## config.mk

```make
export PLATFORM = sky130hd
export DESIGN_NAME = deadline_timer_queue_flat
export DESIGN_NICKNAME = d
export VERILOG_FILES = /design/src/rtl/dtq_pkg.sv /design/src/rtl/dtq_if.sv /design/src/rtl/dtq_ctrl.sv /design/src/rtl/dtq_datapath.sv /design/src/rtl/deadline_timer_queue.sv /design/src/flat_wrapper.sv
export VERILOG_INCLUDE_DIRS = /design/src /design/src/rtl
export SDC_FILE = /design/constraint.sdc
export NUM_CORES = 2
export LEC_CHECK = 0
export BUFFER_PORTS_ARGS = -buffer_cell sky130_fd_sc_hd__buf_2
export CAP_MARGIN = 40
export CORE_MARGIN = 2
export CORE_UTILIZATION = 60
export DETAILED_ROUTE_END_ITERATION = 12
export PLACE_DENSITY = 0.85
export REMOVE_ABC_BUFFERS = 1
export SYNTH_ARGS = -nofsm -noshare
export SYNTH_HDL_FRONTEND = slang
export SYNTH_SLANG_ARGS = --single-unit
```

## constraint.sdc

```tcl
create_clock -name clk -period 19.8 [get_ports clk]
set_input_delay 3.96 -clock clk [delete_from_list [all_inputs] [get_ports clk]]
set_output_delay 3.96 -clock clk [all_outputs]
set_load 0.02 [all_outputs]
```

## src/rtl/deadline_timer_queue_assert.svh

```systemverilog
// Assertion macros for the deadline timer queue.
// Used by modules that check their own control logic; no other dependencies.
`ifndef DEADLINE_TIMER_QUEUE_ASSERT_SVH
`define DEADLINE_TIMER_QUEUE_ASSERT_SVH

// Condition that must hold at every clock edge outside reset.
`define DTQ_ASSERT(name, cond) \
    name: assert property (@(posedge clk) disable iff (!rst_n) (cond)) \
        else $error("dtq assertion failed");

// Implication from one cycle to the next.
`define DTQ_ASSERT_NEXT(name, pre, post) \
    name: assert property (@(posedge clk) disable iff (!rst_n) (pre) |=> (post)) \
        else $error("dtq assertion failed");

`endif

```

## src/rtl/dtq_pkg.sv

```systemverilog
// Shared types and constants of the deadline timer queue.
// No dependencies.
package dtq_pkg;

    localparam int DEPTH_DEFAULT = 32;
    localparam int DL_W   = 48;
    localparam int TAG_W  = 32;
    localparam int ORD_W  = 32;
    localparam int PER_W  = 16;
    localparam int CFG_W  = 32;

    localparam logic OPC_TICK = 1'b0;
    localparam logic OPC_ADD  = 1'b1;

    localparam logic CFG_MARKER = 1'b0;
    localparam logic CFG_PERIOD = 1'b1;

    localparam logic [1:0] KIND_ACCEPT = 2'd0;
    localparam logic [1:0] KIND_FULL   = 2'd1;
    localparam logic [1:0] KIND_EXPIRE = 2'd2;
    localparam logic [1:0] KIND_DONE   = 2'd3;

    typedef enum logic [3:0] {
        S_CLEAR,
        S_IDLE,
        S_ADD,
        S_ADD_RES,
        S_MARK,
        S_SRCH_INIT,
        S_SRCH,
        S_HANDLE,
        S_DONE
    } state_t;

    typedef enum logic [2:0] {
        OP_NONE,
        OP_CLEAR,
        OP_ADD,
        OP_MARK,
        OP_SRCH
    } scan_op_t;

    typedef struct packed {
        scan_op_t op;
        logic     start;
        logic     tick_inc;
        logic     latch;
        logic     emit_add;
        logic     handle;
        logic     emit_done;
    } cmd_t;

    typedef struct packed {
        logic cnt_done;
        logic scan_done;
        logic best_ok;
        logic out_free;
    } status_t;

    typedef struct packed {
        logic              valid;
        logic              pend;
        logic [DL_W-1:0]   dl;
        logic [TAG_W-1:0]  tag;
        logic [ORD_W-1:0]  ord;
    } slot_t;

endpackage

```

## src/rtl/dtq_if.sv

```systemverilog
// Valid/ready stream interfaces for the request and result beats.
// Depends on dtq_pkg for field widths.
interface dtq_req_if;
    logic                              valid;
    logic                              ready;
    logic                              opcode;
    logic [dtq_pkg::DL_W-1:0]          deadline;
    logic signed [dtq_pkg::TAG_W-1:0]  tag;

    modport source (output valid, output opcode, output deadline, output tag, input ready);
    modport sink (input valid, input opcode, input deadline, input tag, output ready);
endinterface

interface dtq_rsp_if;
    logic                              valid;
    logic                              ready;
    logic [1:0]                        kind;
    logic [dtq_pkg::DL_W-1:0]          expired_deadline;
    logic signed [dtq_pkg::TAG_W-1:0]  expired_tag;
    logic                              switch_due;
    logic                              last;

    modport source (output valid, output kind, output expired_deadline, output expired_tag,
                    output switch_due, output last, input ready);
    modport sink (input valid, input kind, input expired_deadline, input expired_tag,
                  input switch_due, input last, output ready);
endinterface

```

## src/rtl/dtq_ctrl.sv

```systemverilog
// Controller of the deadline timer queue: sequences scan passes over the slot store.
// Depends on dtq_pkg.
module dtq_ctrl (
    input  logic              clk,
    input  logic              rst_n,
    input  logic              in_valid,
    input  logic              in_opcode,
    output logic              in_ready,
    output dtq_pkg::cmd_t     cmd,
    input  dtq_pkg::status_t  sts
);
    import dtq_pkg::*;

    state_t state_reg;
    state_t state_next;

    always_ff @(posedge clk or negedge rst_n)
    begin
        if (!rst_n)
        begin
            state_reg <= S_CLEAR;
        end
        else
        begin
            state_reg <= state_next;
        end
    end

    always_comb
    begin
        state_next = state_reg;
        unique case (state_reg)
            S_CLEAR:
            begin
                if (sts.cnt_done) state_next = S_IDLE;
            end
            S_IDLE:
            begin
                if (in_valid) state_next = (in_opcode == OPC_ADD) ? S_ADD : S_MARK;
            end
            S_ADD:
            begin
                if (sts.scan_done) state_next = S_ADD_RES;
            end
            S_ADD_RES:
            begin
                if (sts.out_free) state_next = S_IDLE;
            end
            S_MARK:
            begin
                if (sts.scan_done) state_next = S_SRCH_INIT;
            end
            S_SRCH_INIT:
            begin
                state_next = S_SRCH;
            end
            S_SRCH:
            begin
                if (sts.scan_done) state_next = sts.best_ok ? S_HANDLE : S_DONE;
            end
            S_HANDLE:
            begin
                if (sts.out_free) state_next = S_SRCH_INIT;
            end
            S_DONE:
            begin
                if (sts.out_free) state_next = S_IDLE;
            end
            default:
            begin
                state_next = S_IDLE;
            end
        endcase
    end

    always_comb
    begin
        cmd      = '0;
        cmd.op   = OP_NONE;
        in_ready = 1'b0;
        unique case (state_reg)
            S_CLEAR:     cmd.op = OP_CLEAR;
            S_IDLE:
            begin
                in_ready = 1'b1;
                if (in_valid)
                begin
                    cmd.start    = 1'b1;
                    cmd.latch    = 1'b1;
                    cmd.tick_inc = (in_opcode == OPC_TICK);
                end
            end
            S_ADD:       cmd.op = OP_ADD;
            S_ADD_RES:   cmd.emit_add = sts.out_free;
            S_MARK:      cmd.op = OP_MARK;
            S_SRCH_INIT: cmd.start = 1'b1;
            S_SRCH:      cmd.op = OP_SRCH;
            S_HANDLE:    cmd.handle = sts.out_free;
            S_DONE:      cmd.emit_done = sts.out_free;
            default:     cmd.op = OP_NONE;
        endcase
    end

endmodule

```

## src/rtl/dtq_datapath.sv

```systemverilog
// Datapath of the deadline timer queue: slot memory, scan counter, best-candidate
// registers, tick and sequence counters, configuration and result register. Depends on dtq_pkg.
`include "deadline_timer_queue_assert.svh"

module dtq_datapath #(
    parameter int DEPTH = dtq_pkg::DEPTH_DEFAULT
) (
    input  logic                              clk,
    input  logic                              rst_n,
    input  dtq_pkg::cmd_t                     cmd,
    output dtq_pkg::status_t                  sts,
    input  logic [dtq_pkg::DL_W-1:0]          in_deadline,
    input  logic signed [dtq_pkg::TAG_W-1:0]  in_tag,
    input  logic                              cfg_we,
    input  logic                              cfg_index,
    input  logic [dtq_pkg::CFG_W-1:0]         cfg_wdata,
    output logic                              out_valid,
    input  logic                              out_ready,
    output logic [1:0]                        out_kind,
    output logic [dtq_pkg::DL_W-1:0]          out_deadline,
    output logic signed [dtq_pkg::TAG_W-1:0]  out_tag,
    output logic                              out_switch,
    output logic                              out_last
);
    import dtq_pkg::*;

    localparam int AW = (DEPTH > 1) ? $clog2(DEPTH) : 1;
    localparam int CW = AW + 1;

    slot_t mem [DEPTH];

    logic [CW-1:0]      cnt_reg, cnt_next;
    logic               rd_ok_reg;
    logic [AW-1:0]      rd_idx_reg;
    slot_t              rd_word_reg;
    logic [DL_W-1:0]    tick_reg;
    logic [ORD_W-1:0]   seq_reg;
    logic [TAG_W-1:0]   marker_reg;
    logic [PER_W-1:0]   period_reg;
    logic               found_reg;
    logic               sw_reg;
    logic [DL_W-1:0]    hold_dl_reg;
    logic [TAG_W-1:0]   hold_tag_reg;
    logic               best_ok_reg;
    logic [AW-1:0]      best_idx_reg;
    logic [DL_W-1:0]    best_dl_reg;
    logic [TAG_W-1:0]   best_tag_reg;
    logic [ORD_W-1:0]   best_ord_reg;
    logic               out_valid_reg;

    logic               cnt_done;
    logic               step;
    logic               add_wr;
    logic               best_sw;
    logic               better;
    logic               out_free;
    logic               out_load;
    logic               wr_en;
    logic [AW-1:0]      wr_addr;
    slot_t              wr_data;
    logic [PER_W-1:0]   period_eff;

    assign cnt_done   = (cnt_reg == CW'(DEPTH));
    assign step       = !cnt_done && (cmd.op == OP_ADD || cmd.op == OP_MARK
                                      || cmd.op == OP_SRCH);
    assign add_wr     = (cmd.op == OP_ADD) && rd_ok_reg && !rd_word_reg.valid && !found_reg;
    assign best_sw    = (best_tag_reg == marker_reg);
    assign better     = !best_ok_reg || (rd_word_reg.dl < best_dl_reg)
                        || (rd_word_reg.dl == best_dl_reg && rd_word_reg.ord < best_ord_reg);
    assign out_free   = !out_valid_reg || out_ready;
    assign out_load   = cmd.emit_add || cmd.emit_done || (cmd.handle && !best_sw);
    assign period_eff = (period_reg == '0) ? PER_W'(1) : period_reg;

    assign sts.cnt_done  = cnt_done;
    assign sts.scan_done = cnt_done && !rd_ok_reg;
    assign sts.best_ok   = best_ok_reg;
    assign sts.out_free  = out_free;

    always_comb
    begin
        wr_en   = 1'b0;
        wr_addr = rd_idx_reg;
        wr_data = rd_word_reg;
        if (cmd.op == OP_CLEAR && !cnt_done)
        begin
            wr_en   = 1'b1;
            wr_addr = cnt_reg[AW-1:0];
            wr_data = '0;
        end
        else if (add_wr)
        begin
            wr_en         = 1'b1;
            wr_data.valid = 1'b1;
            wr_data.pend  = 1'b0;
            wr_data.dl    = hold_dl_reg;
            wr_data.tag   = hold_tag_reg;
            wr_data.ord   = seq_reg;
        end
        else if (cmd.op == OP_MARK && rd_ok_reg)
        begin
            wr_en        = 1'b1;
            wr_data.pend = rd_word_reg.valid && (rd_word_reg.dl <= tick_reg);
        end
        else if (cmd.handle)
        begin
            wr_en         = 1'b1;
            wr_addr       = best_idx_reg;
            wr_data.valid = best_sw;
            wr_data.pend  = 1'b0;
            wr_data.dl    = tick_reg + DL_W'(period_eff);
            wr_data.tag   = best_tag_reg;
            wr_data.ord   = seq_reg;
        end
    end

    always_ff @(posedge clk)
    begin
        if (wr_en) mem[wr_addr] <= wr_data;
        if (step) rd_word_reg <= mem[cnt_reg[AW-1:0]];
    end

    always_comb
    begin
        cnt_next = cnt_reg;
        if (cmd.start) cnt_next = '0;
        else if (step || (cmd.op == OP_CLEAR && !cnt_done)) cnt_next = cnt_reg + CW'(1);
    end

    always_ff @(posedge clk or negedge rst_n)
    begin
        if (!rst_n)
        begin
            cnt_reg       <= '0;
            rd_ok_reg     <= 1'b0;
            rd_idx_reg    <= '0;
            tick_reg      <= '0;
            seq_reg       <= '0;
            marker_reg    <= 32'h8000_0000;
            period_reg    <= PER_W'(2);
            found_reg     <= 1'b0;
            sw_reg        <= 1'b0;
            best_ok_reg   <= 1'b0;
            out_valid_reg <= 1'b0;
        end
        else
        begin
            cnt_reg    <= cnt_next;
            rd_ok_reg  <= step;
            rd_idx_reg <= cnt_reg[AW-1:0];
            if (cmd.tick_inc)
            begin
                tick_reg <= tick_reg + DL_W'(1);
                sw_reg   <= 1'b0;
            end
            if (add_wr || (cmd.handle && best_sw)) seq_reg <= seq_reg + ORD_W'(1);
            if (cmd.handle && best_sw) sw_reg <= 1'b1;
            if (cmd.start)
            begin
                found_reg   <= 1'b0;
                best_ok_reg <= 1'b0;
            end
            else
            begin
                if (add_wr) found_reg <= 1'b1;
                if (cmd.op == OP_SRCH && rd_ok_reg && rd_word_reg.pend && better)
                    best_ok_reg <= 1'b1;
            end
            if (cfg_we)
            begin
                case (cfg_index)
                    CFG_MARKER: marker_reg <= cfg_wdata;
                    CFG_PERIOD: period_reg <= cfg_wdata[PER_W-1:0];
                    default:    marker_reg <= marker_reg;
                endcase
            end
            if (out_load) out_valid_reg <= 1'b1;
            else if (out_ready) out_valid_reg <= 1'b0;
        end
    end

    always_ff @(posedge clk)
    begin
        if (cmd.latch)
        begin
            hold_dl_reg  <= in_deadline;
            hold_tag_reg <= in_tag;
        end
        if (cmd.op == OP_SRCH && rd_ok_reg && rd_word_reg.pend && better)
        begin
            best_idx_reg <= rd_idx_reg;
            best_dl_reg  <= rd_word_reg.dl;
            best_tag_reg <= rd_word_reg.tag;
            best_ord_reg <= rd_word_reg.ord;
        end
        if (cmd.emit_add)
        begin
            out_kind     <= found_reg ? KIND_ACCEPT : KIND_FULL;
            out_deadline <= '0;
            out_tag      <= '0;
            out_switch   <= 1'b0;
            out_last     <= 1'b1;
        end
        else if (cmd.emit_done)
        begin
            out_kind     <= KIND_DONE;
            out_deadline <= '0;
            out_tag      <= '0;
            out_switch   <= sw_reg;
            out_last     <= 1'b1;
        end
        else if (out_load)
        begin
            out_kind     <= KIND_EXPIRE;
            out_deadline <= best_dl_reg;
            out_tag      <= best_tag_reg;
            out_switch   <= 1'b0;
            out_last     <= 1'b0;
        end
    end

    assign out_valid = out_valid_reg;

    `DTQ_ASSERT(a_load_free, !out_load || !out_valid_reg || out_ready)
    `DTQ_ASSERT(a_one_slot, !(found_reg && add_wr))
    `DTQ_ASSERT(a_handle_best, !cmd.handle || best_ok_reg)
    `DTQ_ASSERT_NEXT(a_cnt_start, cmd.start, cnt_reg == '0)

endmodule

```

## src/rtl/deadline_timer_queue.sv

```systemverilog
// Top level of the deadline timer queue: controller plus datapath.
// Depends on dtq_pkg, dtq_if, dtq_ctrl and dtq_datapath.
//
// Holds up to DEPTH timers in a single-port-read slot memory that every operation scans
// one slot per cycle. After reset a clearing pass over every slot runs before the first
// request is taken. An add scans the whole store for the lowest free slot. A tick marks
// expired slots in one pass, then runs one search pass, including the handling of the
// winner, for each expired timer plus one final pass. One request is in work at a
// time; results wait in an output register.
module deadline_timer_queue #(
    parameter int DEPTH = dtq_pkg::DEPTH_DEFAULT
) (
    input  logic                       clk,
    input  logic                       rst_n,
    dtq_req_if.sink                    req,
    dtq_rsp_if.source                  rsp,
    input  logic                       cfg_we,
    input  logic                       cfg_index,
    input  logic [dtq_pkg::CFG_W-1:0]  cfg_wdata
);
    import dtq_pkg::*;

    cmd_t    cmd;
    status_t sts;

    dtq_ctrl u_ctrl (
        .clk       (clk),
        .rst_n     (rst_n),
        .in_valid  (req.valid),
        .in_opcode (req.opcode),
        .in_ready  (req.ready),
        .cmd       (cmd),
        .sts       (sts)
    );

    dtq_datapath #(
        .DEPTH (DEPTH)
    ) u_dp (
        .clk          (clk),
        .rst_n        (rst_n),
        .cmd          (cmd),
        .sts          (sts),
        .in_deadline  (req.deadline),
        .in_tag       (req.tag),
        .cfg_we       (cfg_we),
        .cfg_index    (cfg_index),
        .cfg_wdata    (cfg_wdata),
        .out_valid    (rsp.valid),
        .out_ready    (rsp.ready),
        .out_kind     (rsp.kind),
        .out_deadline (rsp.expired_deadline),
        .out_tag      (rsp.expired_tag),
        .out_switch   (rsp.switch_due),
        .out_last     (rsp.last)
    );

endmodule

```

## src/flat_wrapper.sv

```systemverilog
// flat-port wrapper written by rule: the top's interface ports become plain ports
module deadline_timer_queue_flat import dtq_pkg::*;
#(
    parameter int DEPTH = dtq_pkg::DEPTH_DEFAULT
)
  (clk, rst_n, cfg_we, cfg_index, cfg_wdata, req_valid, req_opcode, req_deadline, req_tag, req_ready, rsp_valid, rsp_kind, rsp_expired_deadline, rsp_expired_tag, rsp_switch_due, rsp_last, rsp_ready);
  dtq_req_if req_i ();
  dtq_rsp_if rsp_i ();
  input  logic clk;
  input  logic rst_n;
  input  logic cfg_we;
  input  logic cfg_index;
  input  logic [dtq_pkg::CFG_W-1:0] cfg_wdata;
  input wire logic [$bits(req_i.valid)-1:0] req_valid;
  input wire logic [$bits(req_i.opcode)-1:0] req_opcode;
  input wire logic [$bits(req_i.deadline)-1:0] req_deadline;
  input wire logic [$bits(req_i.tag)-1:0] req_tag;
  output wire logic [$bits(req_i.ready)-1:0] req_ready;
  output wire logic [$bits(rsp_i.valid)-1:0] rsp_valid;
  output wire logic [$bits(rsp_i.kind)-1:0] rsp_kind;
  output wire logic [$bits(rsp_i.expired_deadline)-1:0] rsp_expired_deadline;
  output wire logic [$bits(rsp_i.expired_tag)-1:0] rsp_expired_tag;
  output wire logic [$bits(rsp_i.switch_due)-1:0] rsp_switch_due;
  output wire logic [$bits(rsp_i.last)-1:0] rsp_last;
  input wire logic [$bits(rsp_i.ready)-1:0] rsp_ready;
  assign req_i.valid = req_valid;
  assign req_i.opcode = req_opcode;
  assign req_i.deadline = req_deadline;
  assign req_i.tag = req_tag;
  assign req_ready = req_i.ready;
  assign rsp_valid = rsp_i.valid;
  assign rsp_kind = rsp_i.kind;
  assign rsp_expired_deadline = rsp_i.expired_deadline;
  assign rsp_expired_tag = rsp_i.expired_tag;
  assign rsp_switch_due = rsp_i.switch_due;
  assign rsp_last = rsp_i.last;
  assign rsp_i.ready = rsp_ready;
  deadline_timer_queue #(.DEPTH(DEPTH)) u_core (.clk(clk), .rst_n(rst_n), .req(req_i), .rsp(rsp_i), .cfg_we(cfg_we), .cfg_index(cfg_index), .cfg_wdata(cfg_wdata));
endmodule
```

# Word level (Yosys, flattened, before mapping)
# Memory sizes are Yosys's and may differ from the RTL's. A register that Yosys moved wholly into a read port is not among the register bits.
# Index checks and enable logic that the tools add are counted.
[word_totals]
reg_bits = 429
ram_bits = 3648
inputBits = 119
word_cells = 150
mem_count = 1
[op_classes]
n_addsub = 4
order_cmp = 3
n_eq_ne = 22
muxes = 51
n_bitwise = 2
n_reduce_logical = 44
[memory_table]
columns = ["memory", "words", "word_bits", "rd", "rd_ports_with_merged_regs", "wr", "line_no", "source"]
rows = [
  ["u_core.u_dp.mem", 32, 114, 1, 1, 1, "dtq_datapath.sv:30", "slot_t mem [DEPTH];"],
]
[ops]
columns = ["op", "n"]
rows = [
  ["114-bit two-way mux", 3],
  ["112-bit two-way mux", 1],
  ["48-bit by 1-bit adder with 48-bit output, second input constant", 1],
  ["48-bit by 16-bit adder with 48-bit output", 1],
  ["48-bit equality test", 1],
  ["48-bit <= comparator", 1],
  ["48-bit less-than comparator", 1],
  ["32-bit by 1-bit adder with 32-bit output, second input constant", 1],
  ["32-bit equality test", 1],
  ["32-bit less-than comparator", 1],
  ["4-bit two-way mux", 8],
  ["4-bit case mux with 8 select lines", 1],
  ["1-bit two-way mux", 23],
  ["5-bit two-way mux", 4],
  ["4-bit by 3-bit equality test with 1-bit output, second input constant", 4],
  ["16-bit logical NOT", 1],
  ["16-bit two-way mux", 1],
  ["1-bit logical AND", 14],
  ["6-bit two-way mux", 2],
  ["3-bit case mux with 4 select lines", 1],
  ["2-bit nonzero test", 6],
  ["1-bit logical OR", 9],
  ["4-bit by 2-bit equality test with 1-bit output, second input constant", 2],
  ["2-bit two-way mux", 4],
  ["18 further kinds", 34],
]

# Longest topological paths before layout
[logic_depth]
depth_word = 10
depth_mapped = 15
depth_no_buf = 13

# Hierarchy
# From an unflattened synthesis, not the netlist that was laid out.
[hier_totals]
cells_unflattened = 7551
hier_area_um2 = 164226.3
[modules_own_cells]
columns = ["mod", "n_inst", "cells_each", "area_per_inst_um2", "seq_area_each_um2"]
rows = [
  ["dtq_datapath", 1, 7502, 163845.9, 124191.6],
  ["dtq_ctrl", 1, 49, 380.4, 100.1],
]

# Worst setup path after synthesis
# OpenSTA, ideal clock, no wires.
[synth_path]
path_type = "register -> register"
start = "register u_core.u_dp.cnt_reg[0]"
end = "register u_core.u_dp.rd_ok_reg"
setup_ns = 1.213
arrival_time_ns = 12.694
required_ns = 18.587
slack_ns = 5.893
path_stages_with_launch = 10
cell_sequence = "dfrtp_1 > clkbuf_1 > buf_2 > buf_2 > buf_1 > inv_1 > ha_1 > nand2_1 > nor4_1 > nor4_1"
[synth_via]
elab_chain_len = 3
[synth_lines]
columns = ["element", "line_no", "source"]
rows = [
  ["start, declared", "dtq_datapath.sv:32", "logic [CW-1:0] cnt_reg, cnt_next;"],
  ["start signal, assigned", "dtq_datapath.sv:147", "cnt_reg <= cnt_next;"],
  ["6-bit equality test", "dtq_datapath.sv:63", "assign cnt_done = (cnt_reg == CW'(DEPTH));"],
  ["1-bit logical NOT", "dtq_datapath.sv:64", "assign step = !cnt_done && (cmd.op == OP_ADD || cmd.op == OP_MARK"],
  ["1-bit logical AND", "dtq_datapath.sv:64", ""],
  ["net u_core.u_dp.step", "dtq_datapath.sv:52", "logic step;"],
  ["end signal, assigned", "dtq_datapath.sv:148", "rd_ok_reg <= step;"],
  ["end, declared", "dtq_datapath.sv:33", "logic rd_ok_reg;"],
]
# The timed path passes the listed nets, and every way through them passes these cells.
# A chain may end at the register's enable or synchronous reset.

# Worst setup path after layout
[layout_path]
start = "input port rsp_ready"
end = "memory u_core.u_dp.mem[13][21] (netlist bit) (enable)"
[layout_via]
elab_chain_len = 8
[layout_lines]
columns = ["element", "line_no", "source"]
rows = [
  ["start, declared", "flat_wrapper.sv:25", "input wire logic [$bits(rsp_i.ready)-1:0] rsp_ready;"],
  ["1-bit logical OR *", "dtq_datapath.sv:70", "assign out_free = !out_valid_reg || out_ready;"],
  ["1-bit two-way mux *", "dtq_ctrl.sv:81", "unique case (state_reg)"],
  ["1-bit two-way mux", "dtq_datapath.sv:104", "else if (cmd.handle)"],
  ["1-bit two-way mux", "dtq_datapath.sv:99", "else if (cmd.op == OP_MARK && rd_ok_reg)"],
  ["1-bit two-way mux", "dtq_datapath.sv:90", "else if (add_wr)"],
  ["1-bit two-way mux", "dtq_datapath.sv:84", "if (cmd.op == OP_CLEAR && !cnt_done)"],
  ["1-bit two-way mux", "dtq_datapath.sv:118", "if (wr_en) mem[wr_addr] <= wr_data;"],
  ["1-bit two-way mux (implied by the code)", "dtq_datapath.sv:118", ""],
  ["end, declared", "dtq_datapath.sv:30", ""],
]
# Mark *: on every way between the ends. The rest lies on a longest branch, timed or not.

==> run summary <==
Reg2Reg Capture Point: u_core.u_dp.rd_word_reg[62]
Setup-failing EPs final: 0
max FFs per register: 3648
Worst-path clk slew: 0.06 ns
Post-Syn Instances: 7396
Reg2Reg Setup Slack: 12.38 ns
CTS tree: built
CP arrival: 9.62 ns
Tot GR Track Use: 37.43%
Yosys cell types: 72
maximum fanout along the worst path: 40
hold slack: 0.4654 ns
Static Leak: 59.24 nW
Synth async-reset ratio: 3.531%
setup tns final: 0 ns
clock skew: 0.09732 ns
Yosys top cell area share: 72.89%
clock latency on the worst-skew pair: 0.97 ns
minimum clock period: 9.095 ns
Critical Path Source Type: input pin
Routed WL: 517200 µm
Max Cap Viol: 0
global-route wire length before repair: 716800 µm
vias in the first global route: 92020
Final Hold Viols: 0
Max Clk Rate: 110.0 MHz
RSZ-0062 raised after global routing: no
WS Path Type: input pin to flip-flop
largest net degree at the start of global routing: 151
Power, Total: 0.02907 W
Clock Tree Buf Depth: 4
Hold Startpoint: u_core.u_dp.rd_word_reg[45]
Port Buffers: 204
status: finished clean
period utilisation layout: 45.93%
Worst Hold Depth: 0
DP Wirelength: 265200 µm
Reg2Reg Launch Point: u_core.u_dp.cnt_reg[1]
wire length per cell: 43.39 µm
RD Place Congestion: 0.9148
hold crit path type: flip-flop to flip-flop
hold-fix buffers at CTS: 0
Die Wd: 525.5 µm
root buf cell: clkbuf_16
R2R depth: 11
Routed Antenna Nets: 0
H-tree depth: 5
post-synthesis sequential area ratio: 76.17%
initial antenna violation count: 41
EDFF count, synth: 3961
VDD IR-drop max: 110.0 µV
grt ovf: 0
Die Ht: 525.5 µm
initial drt markers: 17310
Worst EP required: 20.32 ns
synth top area cells: edfxtp_1 (73%), mux4_2 (16%), dfrtp_1 (2.2%)
CTS buffer count: 397
Die ar.: 276200 µm²
placed cells: 11150
PostCTS Resize Cnt: 0
Initial Util: 60.27%
NumNets Final: 8257
drt drc: 0
post-CTS setup buffers: 0
most numerous cell in the Yosys netlist: edfxtp_1
I/O Pins: 205
core area: 270800 µm²
Slew Limit Fails: 0
mapped cell area: 163200 µm²
Clock Sinks: 4191
via/cell ratio: 7.647
Non-Filler Instances: 11920
row count: 191
FF+latch count, synth: 4191
share of layout cells above drive strength 1: 30.91%
crit end category: flip-flop
Syn. warnings: 0
worst hold endpoint: u_core.u_dp.best_tag_reg[13]
slew margin rel.: 25.70%
worst slew pin tran: 1.115 ns
via count: 91160
Synth Area per Inst: 22.06 µm²
Yosys top cell by area: edfxtp_1
DR pass1 iterations: 9
PD cells: 157.2 nW/µm²
Area Growth Syn to Fin: 13.32%
top cells by count, synth: edfxtp_1 (3961), mux4_2 (1140), clkbuf_1 (288)
Top FF cell, synth: edfxtp_1
[cells in the final DEF (no fill, tap or decap), types with 25 or more instances in the layout]
| master | count |
|---|---|
| nor3_1 | 36 |
| o221ai_1 | 31 |
| nand3_1 | 45 |
| nor2_1 | 147 |
| nand2_1 | 185 |
| nor4_1 | 25 |
| clkinv_2 | 85 |
| clkinv_1 | 85 |
| dfxtp_1 | 82 |
| nand4_1 | 70 |
| bufinv_16 | 30 |
| buf_6 | 44 |
| mux2_2 | 164 |
| a21o_1 | 41 |
| buf_2 | 205 |
| dfrtp_1 | 141 |
| diode_2 | 32 |
| nor2_4 | 35 |
| o21ai_0 | 42 |
| a21oi_2 | 54 |
| clkbuf_1 | 81 |
| a21oi_1 | 89 |
| buf_16 | 46 |
| a22oi_1 | 32 |
| mux2i_1 | 83 |
| mux4_2 | 1140 |
| edfxtp_1 | 3961 |
| ha_1 | 147 |
| clkbuf_16 | 403 |
| xnor2_1 | 127 |
| buf_12 | 30 |
| buf_4 | 229 |
| xor2_1 | 27 |
| inv_1 | 143 |
[layer usage]
layer	share of wire [%]	track usage, %	wire length, µm
met1	29	44.07	152200
met2	47	58.93	245400
met3	14	11.97	74130
met4	8.7	26.16	45180
met5	0.063	0.2078	328
[worst max-delay path by stage]
stage | startpoint | end | slack [ns] | cells past startpoint
5_1_grt | rsp_ready | u_core.u_dp.mem[15][10] | 10.80 | 12
3_5_place_dp | rsp_ready | u_core.u_dp.mem[30][23] | 10.34 | 13
6_report | rsp_ready | u_core.u_dp.mem[13][21] | 10.71 | 12
2_1_floorplan | u_core.u_dp.cnt_reg[0] | u_core.u_dp.rd_ok_reg | -26.82 | 5
3_3_place_gp | rsp_ready | u_core.u_dp.mem[29][76] | 9.84 | 11
4_1_cts | rsp_ready | u_core.u_dp.mem[13][21] | 11.06 | 12
[final cells by class]
| type | count | area, µm² |
|---|---|---|
| clock inverter | 226 | 2029 |
| clock buffer | 502 | 10640 |
| inverter | 145 | 544.3 |
| multi-input combinational | 2687 | 37550 |
| timing repair buffer | 568 | 5311 |
| antenna | 32 | 80.08 |
| fill | 14540 | 85840 |
| tap | 3570 | 4467 |
| sequential | 4191 | 124300 |
[critical path, cell delays in order]
cell and delay [ns]:
buf_2 0.08, inv_1 0.04, nand2_1 0.21, and4_4 0.61, buf_4 0.84, nand2_1 0.16, a31oi_1 0.58, nor2b_1 0.45
nand2_1 0.36, nor2_4 0.75, buf_4 0.58, buf_4 0.79
[power by group]
group	internal (W)	switching (W)
combinational	0.00315	0.00535
sequential	0.0123	0.000582
clock	0.00421	0.00346
total	0.0197	0.00939
[metrics by stage]
step	utilization [%]	setup WS (ns)	instance area, µm²
floorplan	-	-26.82	161800
global placement	62.67	9.844	169700
detailed placement	63.55	10.34	172100
CTS	68.23	11.06	184700
global route	68.27	10.80	184900
finish	68.30	10.71	184900
[cell families after synthesis]
| logic type | after synthesis | share of synthesized area, % |
|---|---|---|
| XOR/XNOR | 154 | 0.8265 |
| AND/OR/NAND/NOR | 625 | 1.811 |
| flip-flops | 4191 | 76.17 |
| multiplexers | 1387 | 17.37 |
| adder cells (fa/ha/maj) | 148 | 1.139 |
| buffers and inverters | 518 | 1.202 |
| AO/OA/AOI/OAI | 373 | 1.481 |
Note: power is estimated with default switching activity, not from simulation.
